$ cat src/rtl/usm_pkg.sv
// ----------------------------------------------------------------------------
// usm_pkg
// Shared types, register indexes and gain curves of the 3x3 unsharp-mask
// luma sharpener.
// ----------------------------------------------------------------------------
package usm_pkg;

  // configuration register indexes
  localparam logic [1:0] CFG_FRAME_WIDTH   = 2'd0;
  localparam logic [1:0] CFG_FRAME_HEIGHT  = 2'd1;
  localparam logic [1:0] CFG_GLOBAL_WEIGHT = 2'd2;
  localparam logic [1:0] CFG_CURVE_SELECT  = 2'd3;

  localparam int CFG_DATA_W = 12;

  // reset values of the configuration registers
  localparam logic [10:0] FRAME_WIDTH_RST   = 11'd640;
  localparam logic [11:0] FRAME_HEIGHT_RST  = 12'd480;
  localparam logic [7:0]  GLOBAL_WEIGHT_RST = 8'd8;
  localparam logic [2:0]  CURVE_SELECT_RST  = 3'd0;

  localparam logic [2:0] CURVE_LAST = 3'd5;
  localparam logic [6:0] EDGE_MAX   = 7'd127;
  localparam logic [6:0] CURVE_SAT  = 7'd127;
  localparam int         SHARP_SHIFT = 4;
  localparam int         BOOST_SHIFT = 8 + 3;

  // sequencer states
  typedef enum logic [2:0] {
    S_IDLE,
    S_UPD,
    S_CALC,
    S_MUL,
    S_DONE
  } usm_state_t;

  // controller to datapath commands
  typedef struct packed {
    logic rd_en;
    logic upd_en;
    logic calc_en;
    logic mul_en;
    logic load_en;
  } usm_cmd_t;

  // datapath to controller status
  typedef struct packed {
    logic produce;
    logic out_valid;
  } usm_sts_t;

  // gain curve prefixes, entries past each prefix saturate
  localparam logic [6:0] CURVE0 [16] = '{
    7'd0, 7'd8, 7'd16, 7'd24, 7'd32, 7'd40, 7'd48, 7'd56, 7'd64, 7'd72, 7'd80,
    7'd88, 7'd96, 7'd104, 7'd112, 7'd120};
  localparam logic [6:0] CURVE1 [22] = '{
    7'd0, 7'd1, 7'd1, 7'd2, 7'd2, 7'd3, 7'd3, 7'd4, 7'd12, 7'd21, 7'd29, 7'd38,
    7'd46, 7'd55, 7'd63, 7'd72, 7'd80, 7'd89, 7'd97, 7'd106, 7'd114, 7'd123};
  localparam logic [6:0] CURVE2 [18] = '{
    7'd0, 7'd2, 7'd4, 7'd6, 7'd15, 7'd23, 7'd32, 7'd40, 7'd49, 7'd57, 7'd66,
    7'd74, 7'd83, 7'd91, 7'd100, 7'd108, 7'd117, 7'd125};
  localparam logic [6:0] CURVE3 [64] = '{
    7'd0, 7'd2, 7'd4, 7'd6, 7'd8, 7'd10, 7'd12, 7'd14, 7'd16, 7'd18, 7'd20,
    7'd22, 7'd24, 7'd26, 7'd28, 7'd30, 7'd32, 7'd34, 7'd36, 7'd38, 7'd40, 7'd42,
    7'd44, 7'd46, 7'd48, 7'd50, 7'd52, 7'd54, 7'd56, 7'd58, 7'd60, 7'd62, 7'd64,
    7'd66, 7'd68, 7'd70, 7'd72, 7'd74, 7'd76, 7'd78, 7'd80, 7'd82, 7'd84, 7'd86,
    7'd88, 7'd90, 7'd92, 7'd94, 7'd96, 7'd98, 7'd100, 7'd102, 7'd104, 7'd106,
    7'd108, 7'd110, 7'd112, 7'd114, 7'd116, 7'd118, 7'd120, 7'd122, 7'd124,
    7'd126};
  localparam logic [6:0] CURVE4 [53] = '{
    7'd0, 7'd1, 7'd1, 7'd2, 7'd4, 7'd7, 7'd9, 7'd12, 7'd14, 7'd17, 7'd19, 7'd22,
    7'd24, 7'd27, 7'd29, 7'd32, 7'd34, 7'd37, 7'd39, 7'd42, 7'd44, 7'd47, 7'd49,
    7'd52, 7'd54, 7'd57, 7'd59, 7'd62, 7'd64, 7'd67, 7'd69, 7'd72, 7'd74, 7'd77,
    7'd79, 7'd82, 7'd84, 7'd87, 7'd89, 7'd92, 7'd94, 7'd97, 7'd99, 7'd102,
    7'd104, 7'd107, 7'd109, 7'd112, 7'd114, 7'd117, 7'd119, 7'd122, 7'd124};
  localparam logic [6:0] CURVE5 [67] = '{
    7'd0, 7'd1, 7'd1, 7'd2, 7'd2, 7'd3, 7'd5, 7'd7, 7'd9, 7'd11, 7'd13, 7'd15,
    7'd17, 7'd19, 7'd21, 7'd23, 7'd25, 7'd27, 7'd29, 7'd31, 7'd33, 7'd35, 7'd37,
    7'd39, 7'd41, 7'd43, 7'd45, 7'd47, 7'd49, 7'd51, 7'd53, 7'd55, 7'd57, 7'd59,
    7'd61, 7'd63, 7'd65, 7'd67, 7'd69, 7'd71, 7'd73, 7'd75, 7'd77, 7'd79, 7'd81,
    7'd83, 7'd85, 7'd87, 7'd89, 7'd91, 7'd93, 7'd95, 7'd97, 7'd99, 7'd101,
    7'd103, 7'd105, 7'd107, 7'd109, 7'd111, 7'd113, 7'd115, 7'd117, 7'd119,
    7'd121, 7'd123, 7'd125};

  // boost value for an edge strength on one curve
  function automatic logic [6:0] curve_value(input logic [2:0] sel, input logic [6:0] d);
    logic [6:0] v;
    v = CURVE_SAT;
    case (sel)
      3'd0:    if (d < 7'd16) v = CURVE0[d[3:0]];
      3'd1:    if (d < 7'd22) v = CURVE1[d[4:0]];
      3'd2:    if (d < 7'd18) v = CURVE2[d[4:0]];
      3'd3:    if (d < 7'd64) v = CURVE3[d[5:0]];
      3'd4:    if (d < 7'd53) v = CURVE4[d[5:0]];
      default: if (d < 7'd67) v = CURVE5[d];
    endcase
    return v;
  endfunction

endpackage

$ cat src/rtl/usm_ctrl.sv
// ----------------------------------------------------------------------------
// usm_ctrl
// Per-pixel sequencer: read line stores, update window, filter, multiply,
// load the output register.
// ----------------------------------------------------------------------------
module usm_ctrl (
  input  logic              clk,
  input  logic              rst_n,
  input  logic              in_valid,
  output logic              in_ready,
  input  logic              out_ready,
  input  usm_pkg::usm_sts_t sts,
  output usm_pkg::usm_cmd_t cmd
);
  import usm_pkg::*;

  usm_state_t state_r, state_nxt;

  // state register
  always_ff @(posedge clk) begin
    if (!rst_n) begin
      state_r <= S_IDLE;
    end else begin
      state_r <= state_nxt;
    end
  end

  // next state and commands
  always_comb begin
    state_nxt = state_r;
    cmd       = '0;
    in_ready  = 1'b0;
    case (state_r)
      S_IDLE: begin
        in_ready = 1'b1;
        if (in_valid) begin
          cmd.rd_en = 1'b1;
          state_nxt = S_UPD;
        end
      end
      S_UPD: begin
        cmd.upd_en = 1'b1;
        state_nxt  = S_CALC;
      end
      S_CALC: begin
        cmd.calc_en = 1'b1;
        state_nxt   = S_MUL;
      end
      S_MUL: begin
        cmd.mul_en = 1'b1;
        state_nxt  = S_DONE;
      end
      S_DONE: begin
        // border pixels finish without a result
        if (!sts.produce) begin
          state_nxt = S_IDLE;
        end else if (!sts.out_valid || out_ready) begin
          cmd.load_en = 1'b1;
          state_nxt   = S_IDLE;
        end
      end
      default: begin
        state_nxt = S_IDLE;
      end
    endcase
  end

  // an accepted pixel always updates the window next cycle
  a_accept_upd: assert property (@(posedge clk) disable iff (!rst_n)
    in_valid && in_ready |=> cmd.upd_en)
    else $error("window update did not follow a pixel transfer");

  // the filter step follows the update step
  a_upd_calc: assert property (@(posedge clk) disable iff (!rst_n)
    cmd.upd_en |=> cmd.calc_en)
    else $error("filter step did not follow window update");

  // never overwrite a result that is still waiting
  a_no_overwrite: assert property (@(posedge clk) disable iff (!rst_n)
    cmd.load_en |-> !sts.out_valid || out_ready)
    else $error("output register loaded while a result was stalled");

endmodule

$ cat config.mk
export PLATFORM = sky130hd
export DESIGN_NAME = usm_ctrl
export DESIGN_NICKNAME = d
export VERILOG_FILES = /design/src/rtl/usm_pkg.sv /design/src/rtl/usm_ctrl.sv
export SDC_FILE = /design/constraint.sdc
export NUM_CORES = 1
export LEC_CHECK = 0
export BUFFER_PORTS_ARGS = -buffer_cell sky130_fd_sc_hd__buf_4
export CORE_AREA = 2 2 39 41
export CTS_CLUSTER_SIZE = 10
export DETAILED_ROUTE_END_ITERATION = 10
export DIE_AREA = 0 0 41 43
export PLACE_DENSITY_LB_ADDON = 0.12
export RECOVER_POWER = 25
export SYNTH_ARGS = -nofsm -noshare
export SYNTH_HDL_FRONTEND = slang
export SYNTH_SLANG_ARGS = --single-unit
$ cat constraint.sdc
create_clock -name clk -period 0.9 [get_ports clk]
set_input_delay 0 -clock clk [delete_from_list [all_inputs] [get_ports clk]]
set_output_delay 0 -clock clk [all_outputs]
set_load 0.02 [all_outputs]
After elaboration in Yosys (flattened, before gate mapping)
Index checks and enable logic that the tools add are counted.

Equality and inequality tests: 6. Mux-type cells: 13. Reductions and logical operators: 4.

Operators by type and width (number): one-hot mux 3 bit (5 select lines) (1); two-way mux 1 bit (9); two-way mux 3 bit (3); equality test 3 x 2 -> 1 bit, second input constant (2); equality test 3 x 1 -> 1 bit, second input constant (1); equality test 3 bit, second input constant (1); logical NOT 3 bit (1); != test 3 bit, second input constant (1); != test 2 bit, second input constant (1); AND reduction 2 bit (1); logical NOT 1 bit (1); logical OR 1 bit (1).

Register bits: 3. Input bits: 6. Output and inout bits: 6. Logic and storage cells: 24.

Depth between registers and ports, before layout
Word-level depth: 5. Gate-level depth with buffers: 2. Depth with buffers taken out: 2.

Worst setup path after synthesis
Ideal clock, no wire load.

Path type: register to output. Start point: register state_r[2]. End point: output port cmd[4] in the netlist's numbering. Arrival time: 1021 ps. Required time: 900 ps. Slack: -121 ps. Stages on the path, launching flop included: 3. Path buffers: 0. Cell sequence: dfxtp_1 > nor3_2 > and2_1.

RTL lines: from (decl) (RTL line usm_ctrl.sv:17) `usm_state_t state_r, state_nxt;`; from (signal assigned) (RTL line usm_ctrl.sv:24) `state_r <= state_nxt;`; to (decl) (RTL line usm_ctrl.sv:13) `output usm_pkg::usm_cmd_t cmd`.

==> flow_summary.json <==
{
  "status": "finished, violations left",
  "violations": "setup timing",
  "ys_seq_area_share_pct": 34.5,
  "layout_setup_ws_ps": -180,
  "dieHeight_um": 43,
  "postPlaceCellArea_sq_um": 302,
  "yosys.area_share.xor_xnor_pct": 0,
  "leakage_nw": 0.176,
  "rsz0062_at_grt": "yes",
  "cp-start-kind": "register",
  "num_rows": 14,
  "cp.required_ps": 900,
  "cp.depth": 3,
  "start_util_pct": 12.6,
  "ioPinCount": 12,
  "nFillCells": 150,
  "grt.total_usage_pct": 7.93,
  "drive_gt1_share_pct": 81.1,
  "min_period_ps": 1080,
  "cts_tree": "done",
  "cts_buffers": 3,
  "path_buf_inv": 1,
  "cp.arrival_ps": 1080,
  "antenna_found_initial": 0,
  "max_freq_ghz": 0.926,
  "hold_depth": 3,
  "largest_reg_flops": 3,
  "wl_per_cell_um": 9.62,
  "grt_overflow": 0,
  "finalCritPeriodShare_pct": 120,
  "path_cells": "nand4bb_4 -> a21oi_2 -> buf_4",
  "crit_family": "flip-flops",
  "clk_latency_ps": 230,
  "cp_max_fo": 6,
  "hold_viol": 0,
  "synth-seq-cells": 3,
  "yosysWarningCount": 0,
  "core_area_sq_mm": 0.00138,
  "reg2regPathDepth": 4,
  "syn_inst": 17,
  "maxCapViolCount": 0,
  "final_util_pct": 30.5,
  "clock_path_buffers": 2,
  "ant_nets": 0,
  "drt-pass1-iter-count": 4,
  "die_x_um": 41,
  "finalSetupViolations": 7,
  "vias": 202,
  "crit_slowest_cell": "dfxtp_4",
  "syn-cell-area_sq_um": 174,
  "layout.cells.most_common_list": "buf_4, buf_6, clkbuf_4, dfxtp_4, nor3b_4",
  "p_per_area_mw_per_mm2": 1420,
  "biggestRegsByFlops": "state_r x3",
  "cts_root_buffer": "clkbuf_4",
  "routabilityCongestion": 0.638,
  "fin_skew_ps": 1.80,
  "min_from": "out_ready",
  "maxSlewViolCount": 0,
  "synth.distinct_cells": 14,
  "portBuffers": 11,
  "fin_nets": 44,
  "min_path_type": "input port to register",
  "slew_headroom_pct": 87.6,
  "muxShareOfSynthArea_pct": 0,
  "die-area_sq_mm": 0.00176,
  "fin_setup_tns_ps": -870,
  "grt_pass1_vias": 200,
  "synth_fa_ha_area_share_pct": 0,
  "rr_startpoint": "state_r[1]",
  "yosys.area_share.simple_pct": 46.8,
  "syn_to_final_growth_pct": 142,
  "h-tree-depth": 1,
  "tightest_slew_ps": 186,
  "top_register": "state_r",
  "grt_max_degree": 7,
  "endpoint_kind": "output port",
  "drc_errors": 0,
  "grt_pass1_wl_um": 841,
  "design_area_sq_um": 422,
  "final_common_cell": "buf_4",
  "cp_slowest_stage_delay_ps": 360,
  "critical_path.startpoint": "state_r[1]",
  "irDropWorstVdd_mv": 0.854,
  "drt_iter0_drc": 4,
  "synth_compound_area_share_pct": 12.2,
  "wirelength_um": 510,
  "avgSynthCellArea_sq_um": 10.2,
  "synth_top_family_by_area": "simple AND/OR/NAND/NOR gates",
  "clkTransAtPathRegs_ps": 40,
  "viasPerCell": 3.81,
  "antenna_cells": 0,
  "syn-num-nets": 23,
  "cts.sinks": 3,
  "path_class": "register to output port"
}
==> worst reg2reg max path: stages, from the launching register on <==
cell and delay (ps):
dfxtp_4 360, buf_4 140, nor3b_4 190, buf_4 130, o21a_1 100
==> cells by family after synthesis <==
group / Yosys count
flops: 3
simple gates: 9
compound gates: 3
buf+inv: 2
==> synthesized netlist by cell type <==
cell	n	area, sq um
buf_4	1	7.51
nor3_2	1	10.0
and3b_1	1	8.76
nor4b_1	1	8.76
nor2_1	1	3.75
a21oi_1	1	5.00
o21a_1	1	7.51
nand3b_1	1	7.51
inv_1	1	3.75
nand4bb_1	1	11.3
and2_1	1	6.26
dfxtp_1	3	60.1
nor3b_2	2	25.0
o2bb2ai_1	1	8.76
==> stage by stage <==
step / instances / hold slack (ps) / worst slack (ps) / total power [W]
after floorplan: 17 / 76.7 / -2.21 / 0.000240
after global placement: 43 / 248 / 9.38 / 0.000296
after detailed placement: 43 / 246 / 1.24 / 0.000297
after CTS: 52 / 29.3 / -213 / 0.000606
after global routing: 53 / 40.0 / -230 / 0.000647
final: 53 / 33.6 / -180 / 0.000598
==> layout make-up <==
cell class | instances | area, sq um | area share, %
multi-input cells | 12 | 151 | 35.9
repair buffers | 17 | 149 | 35.3
flip-flops and latches | 3 | 71.3 | 16.9
clock buffers | 4 | 26.3 | 6.23
well taps | 16 | 20.0 | 4.75
inverters | 1 | 3.75 | 0.890
==> worst paths after layout <==
kind	slack (ps)	end
setup reg to reg	-80	state_r[1]
setup / recovery	-180	cmd[0]
hold / removal	30	state_r[2]
hold reg to reg	530	state_r[0]
==> power by group <==
| part | total, W | internal [W] | switching (W) | leakage (nW) |
|---|---|---|---|---|
| combinational | 0.000194 | 0.000125 | 0.0000695 | 0.134 |
| clock | 0.000243 | 0.000167 | 0.0000766 | 0.0150 |
| sequential | 0.000160 | 0.000140 | 0.0000198 | 0.0267 |
| total | 0.000598 | 0.000432 | 0.000166 | 0.176 |
==> what timing repair did <==
action,4_1_cts,5_1_grt
resized for setup,9,1
endpoints found under the hold margin,1,0
pin swaps,1,3
hold buffers,1,0
buffers inserted,4,1
endpoints found under the setup margin,7,9
==> layer usage <==
metal | global-route usage (%) | part of all wire, % | vias to the layer above
met4 | 4.00 | 0 | 0
li1 | - | - | 103
met3 | 7.85 | 6.5 | 0
met2 | 11.3 | 53 | 8
met1 | 7.07 | 41 | 91
met5 | 0 | 0 | -
(Power assumes the default switching activity.)
